### config.mk
export PLATFORM = sky130hd
export DESIGN_NAME = zwe_coord
export DESIGN_NICKNAME = d
export VERILOG_FILES = /design/src/rtl/zwe_pkg.sv /design/src/rtl/zwe_coord.sv
export SDC_FILE = /design/constraint.sdc
export NUM_CORES = 1
export LEC_CHECK = 0
export BUFFER_PORTS_ARGS = -buffer_cell sky130_fd_sc_hd__buf_2
export CORE_UTILIZATION = 40
export CTS_BUF_LIST = sky130_fd_sc_hd__clkbuf_8
export CTS_CLUSTER_DIAMETER = 120
export DETAILED_ROUTE_END_ITERATION = 6
export GPL_TIMING_DRIVEN = 0
export PLACE_DENSITY = 0.8
export SKIP_LAST_GASP = 1
export SYNTH_ARGS = -nofsm -noshare
export SYNTH_HDL_FRONTEND = slang
export SYNTH_SLANG_ARGS = --single-unit
### constraint.sdc
create_clock -name clk -period 4.2 [get_ports clk]
set_clock_uncertainty 0.2 [all_clocks]
set_input_delay 1.05 -clock clk [delete_from_list [all_inputs] [get_ports clk]]
set_output_delay 1.05 -clock clk [all_outputs]
set_load 0.02 [all_outputs]
### src/rtl/zwe_pkg.sv
// zwe_pkg: shared types, constants and rounding helper for the zernike wavefront unit
// no dependencies; imported by every rtl module of the block

package zwe_pkg;

  localparam int TERM_COUNT    = 21;
  localparam int TERM_SLOTS    = 21;
  localparam int MAX_GRID_LOG2 = 12;
  localparam int MIN_GRID_LOG2 = 4;

  localparam logic CMD_LOAD = 1'b0;
  localparam logic CMD_EVAL = 1'b1;

  // inner constants, q20
  localparam int CFocus   = 581383;
  localparam int CComa    = 706526;
  localparam int CSphA    = 1162766;
  localparam int CSphB    = 252962;
  localparam int CSastig  = 787338;
  localparam int C5ComaA  = 1290342;
  localparam int C5ComaB  = 338922;
  localparam int CTref5   = 838966;
  localparam int CSph5A   = 1744149;
  localparam int CSph5B   = 842149;
  localparam int CSph5C   = 109478;

  typedef logic signed [11:0] coord_t;
  typedef logic signed [31:0] pterm_t;
  typedef logic signed [47:0] wide_t;
  typedef logic signed [63:0] dword_t;
  typedef logic signed [23:0] coeff_t;

  // outer normalization constants, q24, terms 2..22
  localparam pterm_t OUTER_K [TERM_SLOTS] = '{
    32'sd31864250,  32'sd31864250,  32'sd65220493,  32'sd38818555,  32'sd38818555,
    32'sd139830762, 32'sd139830762, 32'sd44798004,  32'sd44798004,  32'sd283467489,
    32'sd201891062, 32'sd201891062, 32'sd50082552,  32'sd50082552,  32'sd609372180,
    32'sd609372180, 32'sd274679969, 32'sd274679969, 32'sd54862312,  32'sd54862312,
    32'sd1255346128
  };

  // item tag that travels with the data through every stage
  typedef struct packed {
    logic        vld;
    logic        load;
    logic [4:0]  idx;
    coeff_t      val;
    logic [11:0] row;
    logic [11:0] col;
  } zwe_tag_t;

  // round half up, then floor shift by n
  function automatic dword_t rnd(input dword_t x, input int n);
    dword_t half;
    half = 64'sd1 <<< (n - 1);
    rnd  = (x + half) >>> n;
  endfunction

endpackage

### src/rtl/zwe_coord.sv
// zwe_coord: grid size register and row/column to pupil coordinate mapping
// depends on zwe_pkg

module zwe_coord import zwe_pkg::*; (
  input  logic        clk,
  input  logic        rst_n,
  input  logic        cfg_we,
  input  logic [3:0]  cfg_grid_size_log2,
  input  logic        accept,
  input  logic        command,
  input  logic [4:0]  coeff_index,
  input  coeff_t      coeff_value,
  input  logic [11:0] grid_row,
  input  logic [11:0] grid_col,
  output zwe_tag_t    tag_o,
  output coord_t      u_o,
  output coord_t      w_o
);

  logic [3:0]  lg_r;
  logic [3:0]  lg_eff;
  logic [3:0]  sh;
  logic [11:0] rb;
  logic [11:0] cb;
  zwe_tag_t    tag_r;
  coord_t      u_r;
  coord_t      w_r;

  always_comb begin
    if (lg_r < 4'(MIN_GRID_LOG2)) begin
      lg_eff = 4'(MIN_GRID_LOG2);
    end else if (lg_r > 4'(MAX_GRID_LOG2)) begin
      lg_eff = 4'(MAX_GRID_LOG2);
    end else begin
      lg_eff = lg_r;
    end
    sh = 4'd12 - lg_eff;
    // shifting drops the bits above the grid size, so the index wraps
    rb = grid_row << sh;
    cb = grid_col << sh;
  end

  always_ff @(posedge clk) begin
    if (!rst_n) begin
      lg_r <= 4'd8;
    end else if (cfg_we) begin
      lg_r <= cfg_grid_size_log2;
    end
  end

  always_ff @(posedge clk) begin
    if (!rst_n) begin
      tag_r.vld <= 1'b0;
    end else begin
      tag_r.vld  <= accept;
      tag_r.load <= (command == CMD_LOAD);
      tag_r.idx  <= coeff_index;
      tag_r.val  <= coeff_value;
      tag_r.row  <= grid_row;
      tag_r.col  <= grid_col;
    end
  end

  // subtracting the center is a flip of the top bit
  always_ff @(posedge clk) begin
    u_r <= coord_t'(rb ^ 12'h800);
    w_r <= coord_t'(cb ^ 12'h800);
  end

  assign tag_o = tag_r;
  assign u_o   = u_r;
  assign w_o   = w_r;

endmodule

* After elaboration in Yosys (flattened, before gate mapping)
Index checks and enable logic that the tools add are counted.
** Operators by class
- Add/subtract/negate cells :: 1
- Magnitude comparators :: 2
- Shift operators :: 2
- Multiplexer cells :: 2
- Bitwise logic cells :: 3
** Operators with widths (count)
- 12-bit by 4-bit << shifter with 12-bit output :: 2
- 4-bit 2-to-1 mux :: 2
- 4-bit greater-than comparator, second input constant :: 1
- 4-bit by 3-bit less-than comparator with 1-bit output, second input constant :: 1
- 4-bit subtractor, first input constant :: 1
- 1-bit NOT :: 3
** Word-level totals
- Flip-flop bits (word level) :: 83
- Input port bits :: 62
- Output and inout bits :: 79
- Word-level logic and storage cells :: 19

* Longest topological paths before layout
Gate-level depths: netlist (run 1).
- Depth after elaboration :: 6
- Depth in mapped cells :: 12
- Depth with buffers taken out :: 9

* Least setup slack after synthesis (run 1)
No wires, ideal clock.
- Path type :: register -> register
- From :: register lg_r[3]
- To :: register u_r[11] (netlist: u_o[11])
- Library setup time :: 0.091 ns
- Arrival :: 2.502 ns
- Required time :: 3.909 ns
- Setup slack :: 1.407 ns
- Stages on the path, launching flop included :: 10
- Buffers on the path :: 4
- Period minus slack after synthesis :: 2.793 ns
- Path through :: dfxtp_1 > buf_4 > xor2_2 > clkbuf_1 > nand2_1 > ha_1 > clkbuf_1 > clkbuf_1 > mux4_2 > a311oi_1
** Between the ends
- Longest elaborated chain between the ends :: 6
- Elaborated cells between the ends (all ways) :: 7
- Classes of those cells :: add/sub: 1; order compare: 2; shift: 1; mux: 2; bitwise: 1
** RTL lines
- start, declared :: RTL line zwe_coord.sv:20 : logic [3:0] lg_r;
- start signal, assigned :: RTL line zwe_coord.sv:47 : lg_r <= cfg_grid_size_log2;
- 4-bit greater-than comparator :: RTL line zwe_coord.sv:32 : end else if (lg_r > 4'(MAX_GRID_LOG2)) begin
- 4-bit 2-to-1 mux :: RTL line zwe_coord.sv:32
- 4-bit 2-to-1 mux * :: RTL line zwe_coord.sv:30 : if (lg_r < 4'(MIN_GRID_LOG2)) begin
- 4-bit subtractor * :: RTL line zwe_coord.sv:37 : sh = 4'd12 - lg_eff;
- 12-bit by 4-bit << shifter with 12-bit output * :: RTL line zwe_coord.sv:39 : rb = grid_row << sh;
- 1-bit NOT (no source line) *
- end signal, assigned :: RTL line zwe_coord.sv:66 : u_r <= coord_t'(rb ^ 12'h800);
- end, declared :: RTL line zwe_coord.sv:26 : coord_t u_r;
Every way passes the cells marked *; elsewhere a longest branch is shown, timed or not.
A chain may end at the register's enable or synchronous reset.

* Worst setup path in the final report (run 1)
- From :: register lg_r[2]
- To :: register u_r[11] (netlist: u_o[11])
Same word-level chain as after synthesis.

==> flow_summary.yaml, run 1 <==
status:
  status: "complete, but fails checks"
  violations: "DRC"
timing:
  max_freq_mhz: 284.3
  finalCritPeriodShare_pct: 83.74
  fin_crit_ps: 3517
  worst_slew_pin_slew_ps: 1270
  setup_viol: 0
  rsz0062_at_grt: "no"
  slew_violations: 0
  final.setup.tns_ps: 0
  slew_headroom_pct: 15.34
  hold_viol: 0
global_route:
  grt_pass1_wl_um: 12600
  grt_usage_pct: 19.62
  antenna_found_initial: 0
  grt_pass1_vias: 2464
  grt_overflow: 0
  grt_max_degree: 60
power:
  p_int_mw: 1.405
  power_density_nw_per_um2: 459.5
  p_seq_share_pct: 49.3
  combPwrFrac_pct: 23.6
  p_total_mw: 2.008
  peakVddDrop_mv: 0.2044
  leakage_nw: 1.884
  p_sw_share_pct: 30.07
  p_sw_mw: 0.6039
  p_clk_share_pct: 27.1
synthesis:
  yosysUniqueCellTypes: 44
  syn_inst: 251
  synth_area_um2: 3358
  async_reset_ff_share_pct: 0
  avgSynthCellArea_um2: 13.38
  syn_nets: 314
  synth_edf_count: 54
  ys_warn_count: 0
  ys_ff_latch: 83
  yosysSeqAreaShare_pct: 65.57
  synth-main-ff-cell: "edfxtp_1"
finish:
  fin_cells: 511
  areaGrowthSynthToFinish_pct: 30.14
  fin_nets: 464
  fillers: 732
  drive_above_1_share_pct: 43.60
  final_core_util_pct: 53.46
  antennaDiodeCount: 0
  seq_area_um2: 2202
  final_area_um2: 4370
  multiInputGateArea_um2: 1044
cts:
  htreeDepth: 3
  cts_resized: 0
  numCtsBuffers: 9
  cts_tree: "yes"
  post_cts_buffers: 0
  ctsRootBufferMaster: "clkbuf_8"
  cts_sinks: 83
  clock_path_buffers: 2
  clkLatencyLatePin_ps: 350
  cts_hold_buf: 0
  clk_pin_slew_ps: 80
critical_path:
  crit_fanout: 10
  path_class: "reg -> reg"
  cp.required_ps: 4260
  end_kind: "register"
  cp_data_arrival_time_ps: 3580
  cp-start-kind: "register"
route:
  num_vias: 2605
  vias_per_cell: 5.098
  firstDrtPassIters: 7
  drt_iter0_drc: 235
  wl_per_cell_um: 16.59
  drc: 2
  drt.antenna.violating_nets: 0
  wl_um: 8477
floorplanning:
  start_util_pct: 41.08
  core_um2: 8175
  die-area_um2: 8766
  die_h_um: 93.63
  die_x_um: 93.63
  rows: 33
  ios: 141
placement:
  hpwl_um: 6257
  dpl_cell_area_um2: 4185
  dp.cells: 495
  finalWeightedCongestion: 0.8793
  portBuffers: 139
min_path:
  hp-class: "reg -> reg"
flow_run:
  drv_cap: 0
-- state kept, by name (all words and copies together) (netlist names) --
name   cells
tag_o     55
u_o       12
w_o       12
lg_r       4
-- through the flow --
stage               setup WS [ps]  hold WS (ps)
finish                      683.1         432.7
global route                411.6         486.9
CTS                         686.8         436.5
detailed placement          754.0         416.4
global placement            733.7         403.2
floorplan                    1407         368.9
-- worst max-delay path: stages (launching register included) --
cell      delay [ps]
dfxtp_1          480
xor2_2           320
clkbuf_1         420
nand2_1          110
ha_1             290
clkbuf_1         390
clkbuf_1         460
mux4_2           440
a311oi_1         300
-- synthesized netlist by cell type, drive strengths merged, types with 2 or more instances --
cell type | instances | area, um2
dfxtp | 29 | 580.6
nand2 | 22 | 82.58
o211ai | 4 | 30.03
buf | 4 | 27.52
clkbuf | 11 | 41.29
nand2b | 3 | 18.77
nor2b | 6 | 37.54
a21oi | 5 | 25.02
o2111ai | 2 | 17.52
and2 | 5 | 31.28
mux2 | 5 | 56.30
o221ai | 7 | 61.31
nor3 | 2 | 10.01
nand3 | 3 | 15.01
inv | 11 | 43.80
o21ai | 4 | 20.01
a311oi | 3 | 26.28
a31oi | 7 | 43.79
mux4 | 8 | 180.2
or2 | 3 | 18.77
mux2i | 11 | 110.1
nor2 | 21 | 78.83
edfxtp | 54 | 1622
xor2 | 2 | 25.03
o22ai | 4 | 25.02
a211oi | 3 | 22.52
-- routing by layer --
layer	routed length, um	part of all wire [%]	vias to the layer above	track usage [%]
met4	102	1.2	0	7.436
li1	-	-	1239	-
met5	0	0	-	0
met3	858	10	11	6.016
met2	3881	46	148	30.76
met1	3635	43	1207	25.47
-- cells in the final DEF (no fill, tap or decap), types with 8 or more instances in the layout --
cell	instances
clkbuf_8	9
clkbuf_1	11
mux2i_1	11
inv_1	12
mux4_2	8
dfxtp_1	29
nor2_1	21
edfxtp_1	54
buf_2	140
nand2_1	22
-- power by group through the flow --
stage | Sequential, mW | Combinational [mW] | Clock (mW)
6_report | 0.989 | 0.474 | 0.545
4_1_cts | 0.991 | 0.473 | 0.557
5_1_grt | 0.999 | 0.510 | 0.590
2_1_floorplan | 1.13 | 0.165 | 0
3_5_place_dp | 1.01 | 0.470 | 0
3_3_place_gp | 1.01 | 0.468 | 0
-- logic make-up (layout without fill, tap and decap cells) --
family / after synthesis / after routing / synth area share [%]
xor+xnor: 2 / 2 / 0.7453
fa+ha+maj: 1 / 1 / 0.3725
buf+inv: 26 / 181 / 3.353
mux: 24 / 24 / 10.32
simple gates: 67 / 67 / 9.166
flops: 83 / 83 / 65.57
compound gates: 48 / 48 / 10.47
-- final timing paths --
kind / depth (start not counted) / to / slack [ps] / start
setup / recovery: 8 / u_o[11] / 680 / lg_r[2]
hold / removal: 3 / lg_r[3] / 430 / lg_r[3]
setup reg to reg: 8 / u_o[11] / 680 / lg_r[2]
hold reg to reg: 3 / lg_r[3] / 430 / lg_r[3]
-- area by class of cell --
type                            instances  share of cell area, %
Tap cell                              105                  3.006
Timing Repair Buffer                  139                  15.92
Sequential cell                        83                  50.39
Inverter                               11                  1.002
Clock buffer                            9                  2.834
Clock inverter                          7                  1.403
Multi-Input combinational cell        142                  23.88
Buffer                                 15                  1.575
Power figures use the tool's default switching activity.
==> run 2, diff against run 1 <==
--- a/config.mk
+++ b/config.mk
@@ -11,7 +11,7 @@
 export CTS_CLUSTER_DIAMETER = 120
 export DETAILED_ROUTE_END_ITERATION = 6
 export GPL_TIMING_DRIVEN = 0
-export PLACE_DENSITY = 0.8
+export PLACE_DENSITY = 0.82
 export SKIP_LAST_GASP = 1
 export SYNTH_ARGS = -nofsm -noshare
 export SYNTH_HDL_FRONTEND = slang
==> constraint.sdc (replaced) <==
create_clock -name clk -period 3.05 [get_ports clk]
set_clock_uncertainty 0.2 [all_clocks]
set_input_delay 0.7625 -clock clk [delete_from_list [all_inputs] [get_ports clk]]
set_output_delay 0.7625 -clock clk [all_outputs]
set_load 0.02 [all_outputs]
==> flow_summary.yaml, run 2 (synthesis results as in run 1) <==
flow_run:
  drv_cap: 0
route:
  vias_per_cell: 5.160
  drt.antenna.violating_nets: 0
  drc: 0
  drt_iter0_drc: 245
  wl_um: 8344
  firstDrtPassIters: 5
  num_vias: 2642
  wl_per_cell_um: 16.30
placement:
  dpl_cell_area_um2: 4185
  hpwl_um: 6171
  portBuffers: 139
  finalWeightedCongestion: 0.8771
  dp_slack_ps: -297.5
power:
  peakVddDrop_mv: 0.3055
  p_total_mw: 2.923
  power_density_nw_per_um2: 658.3
  leakage_nw: 1.913
finish:
  areaGrowthSynthToFinish_pct: 32.23
  antennaDiodeCount: 0
  drive_above_1_share_pct: 45.95
  final_cell_mix: "buf_2 (141), edfxtp_1 (54), dfxtp_1 (29)"
  final_area_um2: 4441
  layout_commonest_cell: "buf_2"
  fin_nets: 465
  largest_reg_flops: 55
  fillers: 704
cts:
  numCtsBuffers: 9
  htreeDepth: 3
  clk_pin_slew_ps: 90
  ctsRootBufferMaster: "clkbuf_8"
  cts_hold_buf: 0
  cts_sinks: 83
  clock_path_buffers: 2
  cts_tree: "yes"
  clkLatencyLatePin_ps: 360
critical_path:
  crit_fanout: 10
  cp-start-kind: "register"
  cp.required_ps: 3100
  cp_data_arrival_time_ps: 2910
  path_class: "reg -> reg"
  end_kind: "register"
timing:
  slew_headroom_pct: 19.55
  final.setup.tns_ps: 0
  fin_ws_ps: 189.1
  max_freq_mhz: 349.5
  rsz0062_at_grt: "no"
  finalCritPeriodShare_pct: 93.80
  whs_ps: 364.0
  worst_slew_pin_slew_ps: 1207
  setup_viol: 0
  fin_crit_ps: 2861
  hold_viol: 0
  slew_violations: 0
floorplanning:
  core_um2: 8175
  ios: 141
  die_x_um: 93.63
  rows: 33
  die-area_um2: 8766
  start_util_pct: 41.08
  die_h_um: 93.63
global_route:
  grt_pass1_vias: 2355
  antenna_found_initial: 0
  grt_max_degree: 60
  grt_pass1_wl_um: 12290
  grt_usage_pct: 19.04
  grt_overflow: 0
min_path:
  hp-class: "in -> reg"
status:
  status: "complete, no violations"
[run 2: cell types whose count changed in the layout (fill, tap and decap cells not counted), sizes merged]
| cell | change |
|---|---|
| clkinv | -3 |
| clkinvlp | +1 |
| inv | +1 |
| clkbuf | -2 |
| buf | +3 |
| bufinv | +1 |
[run 2: what timing repair did]
item	CTS	global route
setup endpoints to repair	13	12
gates resized for setup	3	5
setup buffers	0	2
cloned	0	0
pin swaps	0	1
[run 2: final cells by class]
cell class                      count  area, um2  share of cell area, %
Timing Repair Buffer              141      710.7                  16.00
Multi-Input combinational cell    142       1054                  23.72
Buffer                             14      70.07                  1.578
Sequential cell                    83       2202                  49.59
Clock inverter                      7      105.1                  2.367
Inverter                           11      43.79                 0.9862
Tap cell                          105      131.4                  2.959
Clock buffer                        9      123.9                  2.790
[run 2: final timing paths]
path / start / end / slack [ps] / cells after the start
setup / recovery: lg_r[2] / u_o[11] / 190 / 8
hold / removal: coeff_value[17] / tag_o[41] / 360 / 1
setup reg to reg: lg_r[2] / u_o[11] / 190 / 8
hold reg to reg: lg_r[3] / lg_r[3] / 420 / 3
[run 2: through the flow]
step,util [%],instances
floorplan,-,251
global placement,51.19,495
detailed placement,51.19,495
CTS,53.99,510
global route,54.32,512
finish,54.32,512
[run 2: worst max-delay path, stage by stage (launching register included)]
cell and delay, ps:
dfxtp_1 480, xor2_2 240, and2_1 170, buf_6 150, inv_4 80, ha_2 430, buf_2 270, mux4_2 380
a311oi_1 330
[run 2: where the power goes]
part | switching (mW) | internal, mW
Sequential | 0.0348 | 1.33
Combinational | 0.418 | 0.239
Clock | 0.425 | 0.475
Total | 0.878 | 2.05
[run 2: layer usage]
| layer | vias to the layer above | GRT usage, % | part of all wire [%] |
|---|---|---|---|
| met3 | 23 | 4.634 | 8.8 |
| met5 | - | 0 | 0 |
| li1 | 1246 | - | - |
| met1 | 1226 | 25.58 | 43 |
| met4 | 0 | 9.744 | 2.6 |
| met2 | 147 | 28.55 | 45 |
